`src/hdl/qease_pkg.sv`:
```
// ----------------------------------------------------------------------------
// qease_pkg
// Shared types and float helpers for the quadratic ease datapath: operand
// read, exact-product multiply with chop, and the magnitude subtract unit
// that rounds to double width before the chop to single.
// ----------------------------------------------------------------------------
package qease_pkg;

    localparam logic [30:0] MAG_MAX  = 31'h7f7fffff;
    localparam logic [31:0] ONE_BITS = 32'h3f800000;
    localparam logic [30:0] HALF_MAG = 31'h3f000000;
    localparam logic [7:0]  EXP_ALL  = 8'hff;
    localparam logic [7:0]  EXP_TOP  = 8'hfe;
    localparam logic [5:0]  DX_BITS  = 6'd57;

    // aligned difference of two magnitudes, sticky bit in the lsb
    typedef struct packed {
        logic        sign;
        logic [7:0]  el;
        logic [56:0] dx;
    } diff_t;

    // raw product before exponent fix-up and chop
    typedef struct packed {
        logic              sign;
        logic              zero;
        logic signed [9:0] exp;
        logic [47:0]       p;
    } prod_t;

    function automatic logic [31:0] read_op(input logic [31:0] a);
        logic [31:0] r;
        r = a;
        if (a[30:23] == 8'h00)
            r = {a[31], 31'h0};
        else if (a[30:23] == EXP_ALL)
            r = {a[31], MAG_MAX};
        return r;
    endfunction

    function automatic logic [31:0] mul_two(input logic [31:0] a);
        logic [31:0] r;
        r = a;
        if (a[30:23] == EXP_TOP)
            r = {a[31], MAG_MAX};
        else if (a[30:23] != 8'h00)
            r = {a[31], a[30:23] + 8'd1, a[22:0]};
        return r;
    endfunction

    function automatic logic [31:0] mul_half(input logic [31:0] a);
        logic [31:0] r;
        if (a[30:23] <= 8'd1)
            r = {a[31], 31'h0};
        else
            r = {a[31], a[30:23] - 8'd1, a[22:0]};
        return r;
    endfunction

    function automatic prod_t mul_raw(input logic [31:0] a, input logic [31:0] b);
        prod_t r;
        r.sign = a[31] ^ b[31];
        r.zero = (a[30:23] == 8'h00) || (b[30:23] == 8'h00);
        r.exp  = signed'({2'b00, a[30:23]}) + signed'({2'b00, b[30:23]}) - 10'sd127;
        r.p    = 48'({1'b1, a[22:0]}) * 48'({1'b1, b[22:0]});
        return r;
    endfunction

    function automatic logic [31:0] mul_fin(input prod_t q);
        logic signed [9:0] e;
        logic [22:0]       f;
        logic [31:0]       r;
        e = q.exp + signed'({9'h0, q.p[47]});
        f = q.p[47] ? q.p[46:24] : q.p[45:23];
        if (q.zero || e <= 10'sd0)
            r = {q.sign, 31'h0};
        else if (e >= 10'sd255)
            r = {q.sign, MAG_MAX};
        else
            r = {q.sign, e[7:0], f};
        return r;
    endfunction

    // a - b on magnitudes, both operands non-negative
    function automatic diff_t sub_align(input logic [31:0] a, input logic [31:0] b);
        logic [30:0] big;
        logic [30:0] lit;
        logic [23:0] ml;
        logic [23:0] ms;
        logic [7:0]  dif;
        logic [55:0] sfield;
        logic [55:0] sshift;
        logic [55:0] lost;
        logic        stk;
        diff_t       r;
        r.sign = a[30:0] < b[30:0];
        big    = r.sign ? b[30:0] : a[30:0];
        lit    = r.sign ? a[30:0] : b[30:0];
        ml     = (big[30:23] == 8'h00) ? 24'h0 : {1'b1, big[22:0]};
        ms     = (lit[30:23] == 8'h00) ? 24'h0 : {1'b1, lit[22:0]};
        dif    = big[30:23] - lit[30:23];
        sfield = {ms, 32'h0};
        lost   = '0;
        if (dif >= 8'd56)
        begin
            sshift = '0;
            stk    = |ms;
        end
        else
        begin
            sshift = sfield >> dif;
            lost   = sfield & ((56'd1 << dif) - 56'd1);
            stk    = |lost;
        end
        r.el = big[30:23];
        r.dx = {ml, 33'h0} - {sshift, stk};
        return r;
    endfunction

    function automatic logic [5:0] lzc57(input logic [56:0] dx);
        logic [5:0] n;
        n = DX_BITS;
        for (int i = 0; i < 57; i++)
        begin
            if (dx[i])
                n = 6'(56 - i);
        end
        return n;
    endfunction

    // round to 53 bits nearest-even, then chop to 24 and flush
    function automatic logic [31:0] sub_fin(input diff_t q, input logic [5:0] lz);
        logic [56:0]       n;
        logic              up;
        logic              carry;
        logic [24:0]       m;
        logic signed [9:0] e;
        logic [31:0]       r;
        n     = q.dx << lz;
        up    = n[3] & (n[4] | (|n[2:0]));
        carry = up & (&n[32:4]);
        m     = {1'b0, n[56:33]} + {24'h0, carry};
        e     = signed'({2'b00, q.el}) - signed'({4'h0, lz}) + signed'({9'h0, m[24]});
        if (q.dx == 57'h0)
            r = 32'h0;
        else if (e <= 10'sd0)
            r = {q.sign, 31'h0};
        else
            r = {q.sign, e[7:0], m[22:0]};
        return r;
    endfunction

endpackage

```
`src/hdl/quadratic_ease_chop_fpu.sv`:
```
// ----------------------------------------------------------------------------
// quadratic_ease_chop_fpu
// Quadratic ease-in-out weight on single-precision patterns with
// flush-to-zero operands, saturation and chop rounding.
// ----------------------------------------------------------------------------
// Usage:
//   input channel  x_bits / x_valid / x_ready carries one position pattern
//   output channel weight_bits / weight_valid / weight_ready returns its
//   weight, one result per input, in input order.
//   The datapath is a seven-stage pipeline: subtract align, leading-zero
//   count, normalize and round, scale and multiply, chop and second
//   subtract align, leading-zero count, final round and select.
//   One item can be taken every cycle unless every stage holds an item
//   and weight_ready is low.
//   Each stage has its own valid bit and moves whenever it is empty or the
//   stage after it moves, so bubbles close up while the receiver stalls;
//   x_ready drops only once every stage holds an item.
//   Reset clears all valid bits; no item is in flight after reset.
// ----------------------------------------------------------------------------
module quadratic_ease_chop_fpu
(
    input  logic        clk,
    input  logic        rst_n,
    input  logic [31:0] x_bits,
    input  logic        x_valid,
    output logic        x_ready,
    output logic [31:0] weight_bits,
    output logic        weight_valid,
    input  logic        weight_ready
);

    typedef struct packed {
        logic                hi;
        logic [31:0]         xr;
        logic [31:0]         t;
        qease_pkg::diff_t    dif;
    } st1_t;

    typedef struct packed {
        logic                hi;
        qease_pkg::diff_t    dif;
        logic [5:0]          lz;
        qease_pkg::prod_t    pa;
    } st2_t;

    typedef struct packed {
        logic                hi;
        logic [31:0]         s;
        logic [31:0]         ra;
    } st3_t;

    typedef struct packed {
        logic                hi;
        logic [31:0]         ra;
        qease_pkg::prod_t    pf;
    } st4_t;

    typedef struct packed {
        logic                hi;
        logic [31:0]         ra;
        qease_pkg::diff_t    dif;
    } st5_t;

    typedef struct packed {
        logic                hi;
        logic [31:0]         ra;
        qease_pkg::diff_t    dif;
        logic [5:0]          lz;
    } st6_t;

    logic [6:0]  vld_reg;
    logic [6:0]  vld_next;
    logic [6:0]  en;
    st1_t        st1_reg, st1_next;
    st2_t        st2_reg, st2_next;
    st3_t        st3_reg, st3_next;
    st4_t        st4_reg, st4_next;
    st5_t        st5_reg, st5_next;
    st6_t        st6_reg, st6_next;
    logic [31:0] weight_reg, weight_next;
    logic [31:0] d_val;
    logic [31:0] e_val;

    // stall chain: a stage moves when empty or when the next one moves
    always_comb
    begin
        en[6] = ~vld_reg[6] | weight_ready;
        for (int k = 5; k >= 0; k--)
            en[k] = ~vld_reg[k] | en[k + 1];
        vld_next[0] = en[0] ? x_valid : vld_reg[0];
        for (int k = 1; k < 7; k++)
            vld_next[k] = en[k] ? vld_reg[k - 1] : vld_reg[k];
    end

    always_ff @(posedge clk or negedge rst_n)
    begin
        if (!rst_n)
            vld_reg <= '0;
        else
            vld_reg <= vld_next;
    end

    always_comb
    begin
        st1_next.xr  = qease_pkg::read_op(x_bits);
        st1_next.hi  = ~st1_next.xr[31] && (st1_next.xr[30:0] > qease_pkg::HALF_MAG);
        st1_next.t   = qease_pkg::mul_two(st1_next.xr);
        st1_next.dif = qease_pkg::sub_align(st1_next.xr, qease_pkg::ONE_BITS);

        st2_next.hi  = st1_reg.hi;
        st2_next.dif = st1_reg.dif;
        st2_next.lz  = qease_pkg::lzc57(st1_reg.dif.dx);
        st2_next.pa  = qease_pkg::mul_raw(st1_reg.t, st1_reg.xr);

        st3_next.hi  = st2_reg.hi;
        st3_next.s   = qease_pkg::sub_fin(st2_reg.dif, st2_reg.lz);
        st3_next.ra  = qease_pkg::mul_fin(st2_reg.pa);

        d_val        = qease_pkg::mul_two(st3_reg.s);
        e_val        = qease_pkg::mul_half(d_val);
        st4_next.hi  = st3_reg.hi;
        st4_next.ra  = st3_reg.ra;
        st4_next.pf  = qease_pkg::mul_raw(e_val, d_val);

        st5_next.hi  = st4_reg.hi;
        st5_next.ra  = st4_reg.ra;
        st5_next.dif = qease_pkg::sub_align(qease_pkg::ONE_BITS,
                                            qease_pkg::mul_fin(st4_reg.pf));

        st6_next.hi  = st5_reg.hi;
        st6_next.ra  = st5_reg.ra;
        st6_next.dif = st5_reg.dif;
        st6_next.lz  = qease_pkg::lzc57(st5_reg.dif.dx);

        weight_next  = st6_reg.hi ? qease_pkg::sub_fin(st6_reg.dif, st6_reg.lz)
                                  : st6_reg.ra;
    end

    // payload registers, no reset
    always_ff @(posedge clk)
    begin
        if (en[0])
            st1_reg <= st1_next;
        if (en[1])
            st2_reg <= st2_next;
        if (en[2])
            st3_reg <= st3_next;
        if (en[3])
            st4_reg <= st4_next;
        if (en[4])
            st5_reg <= st5_next;
        if (en[5])
            st6_reg <= st6_next;
        if (en[6])
            weight_reg <= weight_next;
    end

    assign x_ready      = en[0];
    assign weight_valid = vld_reg[6];
    assign weight_bits  = weight_reg;

endmodule

```
`config.mk`:
```
export PLATFORM = sky130hd
export DESIGN_NAME = quadratic_ease_chop_fpu
export DESIGN_NICKNAME = d
export VERILOG_FILES = /design/src/hdl/qease_pkg.sv /design/src/hdl/quadratic_ease_chop_fpu.sv
export SDC_FILE = /design/constraint.sdc
export NUM_CORES = 2
export LEC_CHECK = 0
export BUFFER_PORTS_ARGS = -buffer_cell sky130_fd_sc_hd__buf_2
export CORE_ASPECT_RATIO = 0.75
export CORE_MARGIN = 2
export CORE_UTILIZATION = 45
export DETAILED_ROUTE_END_ITERATION = 7
export GPL_TIMING_DRIVEN = 0
export PLACE_DENSITY = 0.64
export SLEW_MARGIN = 20
export SYNTH_ARGS = -nofsm -noshare
export SYNTH_HDL_FRONTEND = slang
export SYNTH_SLANG_ARGS = --single-unit
export TNS_END_PERCENT = 20
```
`constraint.sdc`:
```
create_clock -name clk -period 13.32 [get_ports clk]
set_input_delay 1.332 -clock clk [delete_from_list [all_inputs] [get_ports clk]]
set_output_delay 1.332 -clock clk [all_outputs]
set_load 0.03 [all_outputs]
```
==> flow_metrics.tcl <==
set metrics [dict create \
    synth_edf_count 600 \
    clk_path_buf_depth 3 \
    globalRouteMet2Util 0.4184 \
    numCtsBuffers 66 \
    use_met1 0.4836 \
    clock.fmax_ghz 0.07886 \
    synth_ff_type "edfxtp_1" \
    cts_tree "done" \
    cp_num_buf_inv 8 \
    design_area_mm2 0.08378 \
    die_w_um 484.1 \
    syn_nets 9864 \
    finalCriticalPeriod_ns 12.68 \
    place_congestion 1.038 \
    die_height_um 364.1 \
    io_buffer_count 68 \
    yosysUniqueCellTypes 122 \
    rows 132 \
    cts.sinks 607 \
    run_status "completed" \
    vias 65040 \
    drv_cap 0 \
    yosys_warnings 0 \
    netlist_area_mm2 0.07779 \
    maxSlewViolCount 0 \
    fin_util 0.4863 \
    boundaryPins 70 \
    cp_slowest_cell "clkbuf_1" \
    seq_area_frac_synth 0.2339 \
    fin_ws_ns 0.6401 \
    setup_violations 0 \
    grt_first_pass_wirelength_um 415700 \
    drt.antenna.violating_nets 0 \
    wl_um 276600 \
    synthCells 8421 \
    gr-usage-met3 0.1053 \
    cp_max_fo 10 \
    final-hold-violation-count 0 \
    grt_usage 0.3130 \
    drc 0 \
    top_usage_layer "met1" \
    syn_avg_cell_area_um2 9.238 \
    antenna_found_initial 11 \
    clk_latency_ns 0.66 \
    relSlewSlack 0.1526 \
    grt_pass1_vias 64150 \
    dr.first_iter.drc_count 8205 \
    fillCellCount 16270 \
    layout_worst_path_cycle_share 0.9519 \
    min_path_type "register to register" \
    crit_required_ns 13.69 \
    area_growth_pct 7.696 \
    timing.hold.ws_ns 0.4100 \
    crit_type "register to register" \
    initial_utilization 0.4516 \
    grt_overflow 0 \
    layout.nets 10020 \
    drt-wirelength-per-cell_um 25.34 \
    cts_root_buffer "clkbuf_16" \
    rsz0062_at_grt "no" \
    drt_pre_antenna_iters 6 \
    path_clk_slew_ns 0.06 \
    cp_slowest_stage_delay_ns 0.58 \
    clock_skew_ns 0.05035 \
    coreArea_mm2 0.1723 \
    avgViaCountPerCell 5.960 \
    pre_cts_ws_ns -0.3911 \
    drive_above_1_share 0.06245 \
    cp.arrival_ns 13.05 \
    design.die.area_mm2 0.1762 \
    dp_hpwl_um 230400 \
    ys_ff_latch 607 \
    htree_levels 3 \
    largest_reg_flops 127 \
    startpoint_type "register" \
    critPathCaptureType "register" \
    async_flop_share 0.01153 \
    tightest_slew_ns 1.258 \
    critPathMostFrequentCell "fa_1" \
    grt_max_degree 57 \
    crit_family "compound AO/OA/AOI/OAI gates" \
    placed_area_mm2 0.08137 \
]
[placed cells by master, fill, tap and decap left out, types with 32 or more instances in the layout]
cell	Yosys	routed
inv_1	1302	1300
xnor2_1	156	156
nor2b_1	62	61
ha_1	444	444
a21o_1	70	70
edfxtp_1	600	600
nand4_1	59	59
nor4_1	90	90
mux2i_1	179	179
a31oi_1	66	65
o21bai_1	34	34
buf_1	50	49
clkbuf_16	0	67
a211oi_1	83	81
o21a_1	32	32
mux2_2	38	38
o22ai_1	71	71
a21oi_1	338	337
o211ai_1	52	52
xor2_1	90	90
mux4_2	85	85
nor3_1	148	148
and2_1	282	282
or3_1	36	36
nand2b_1	46	46
nor2_1	637	628
nand2_1	1167	1165
and3_1	50	50
nand3_1	125	123
fa_1	963	963
o21ai_0	235	229
clkbuf_1	295	297
buf_2	51	121
[layer usage]
layer,vias up,part of all wire
met1,32530,0.46
met2,3677,0.39
met4,6,0.022
met5,-,0.00016
li1,28390,-
met3,444,0.13
[synthesized netlist by cell type (11+ instances only)]
| cell | n | area share |
|---|---|---|
| inv_1 | 1302 | 0.063 |
| xor2_1 | 90 | 0.010 |
| clkinv_1 | 13 | 0.00063 |
| a21boi_0 | 12 | 0.0012 |
| nand2_1 | 1167 | 0.056 |
| buf_2 | 51 | 0.0033 |
| clkbuf_1 | 295 | 0.014 |
| o22ai_1 | 71 | 0.0057 |
| o21a_1 | 32 | 0.0031 |
| mux2i_1 | 179 | 0.023 |
| a221oi_1 | 13 | 0.0015 |
| nor2b_1 | 62 | 0.0050 |
| o221ai_1 | 12 | 0.0014 |
| and2_1 | 282 | 0.023 |
| o31ai_1 | 29 | 0.0028 |
| nor4_1 | 90 | 0.0072 |
| buf_1 | 50 | 0.0024 |
| nor3b_1 | 14 | 0.0014 |
| o2bb2ai_1 | 11 | 0.0012 |
| nor2_1 | 637 | 0.031 |
| mux4_2 | 85 | 0.025 |
| a21o_1 | 70 | 0.0068 |
| nand2b_1 | 46 | 0.0037 |
| ha_1 | 444 | 0.071 |
| nor3_1 | 148 | 0.0095 |
| and3_1 | 50 | 0.0040 |
| o21ai_1 | 19 | 0.0012 |
| buf_4 | 17 | 0.0016 |
| fa_1 | 963 | 0.25 |
| o21bai_1 | 34 | 0.0033 |
| a21oi_1 | 338 | 0.022 |
| o21ai_0 | 235 | 0.015 |
| o211ai_1 | 52 | 0.0050 |
| xnor2_1 | 156 | 0.018 |
| a211oi_1 | 83 | 0.0080 |
| a31oi_1 | 66 | 0.0053 |
| nand3_1 | 125 | 0.0080 |
| mux2_2 | 38 | 0.0055 |
| nand4_1 | 59 | 0.0047 |
| or2_2 | 19 | 0.0015 |
| a211o_1 | 12 | 0.0014 |
| a22oi_1 | 22 | 0.0021 |
| or3_1 | 36 | 0.0029 |
| o32ai_1 | 18 | 0.0020 |
| edfxtp_1 | 600 | 0.23 |
[kinds of logic after synthesis]
kind of cell             Yosys count  share of synthesized area
AO/OA/AOI/OAI                   1296                     0.1110
XOR/XNOR                         252                    0.02895
adder cells (fa/ha/maj)         1407                     0.3192
buffers and inverters           1744                    0.08658
flip-flops                       607                     0.2339
multiplexers                     302                    0.05314
AND/OR/NAND/NOR                 2813                     0.1672
[final timing paths]
check | to | slack (ns) | cells past startpoint | from
min in group asynchronous | vld_reg[1] | 0.56 | 1 | rst_n
worst min register to register | st6_reg[70] | 0.41 | 0 | st5_reg[64]
max in group asynchronous | vld_reg[0] | 12.53 | 1 | rst_n
worst min-delay path | st6_reg[70] | 0.41 | 0 | st5_reg[64]
worst max-delay path | st4_reg[47] | 0.64 | 42 | st3_reg[57]
worst max register to register | st4_reg[47] | 0.64 | 42 | st3_reg[57]
[timing repair]
action                     in CTS  in global routing
setup buffers                   0                  1
pin swaps                       0                  1
hold endpoints to repair        0                  0
hold buffers                    0                  0
gates resized for setup         3                 15
setup endpoints to repair       5                  8
[per-stage QoR]
step,std cells,TNS (ns)
4_1_cts,10910,0
3_5_place_dp,10790,-0.6686
6_report,10910,0
2_1_floorplan,8421,0
3_3_place_gp,10770,-202.70
5_1_grt,10910,0
[layout make-up]
cell class | count | area [um2] | area share
multi-input cells | 6070 | 52980 | 0.6324
flip-flops and latches | 607 | 18190 | 0.2172
inverters | 1322 | 4965 | 0.05926
well taps | 2278 | 2850 | 0.03402
plain buffers | 422 | 1779 | 0.02124
clock buffers | 73 | 1699 | 0.02028
repair buffers | 91 | 666.9 | 0.007960
clock inverters | 46 | 634.4 | 0.007572
diodes | 5 | 12.51 | 0.0001493
Power is not shown: default switching activity piles up to over one toggle a cycle in this logic, so the estimate is an artifact.
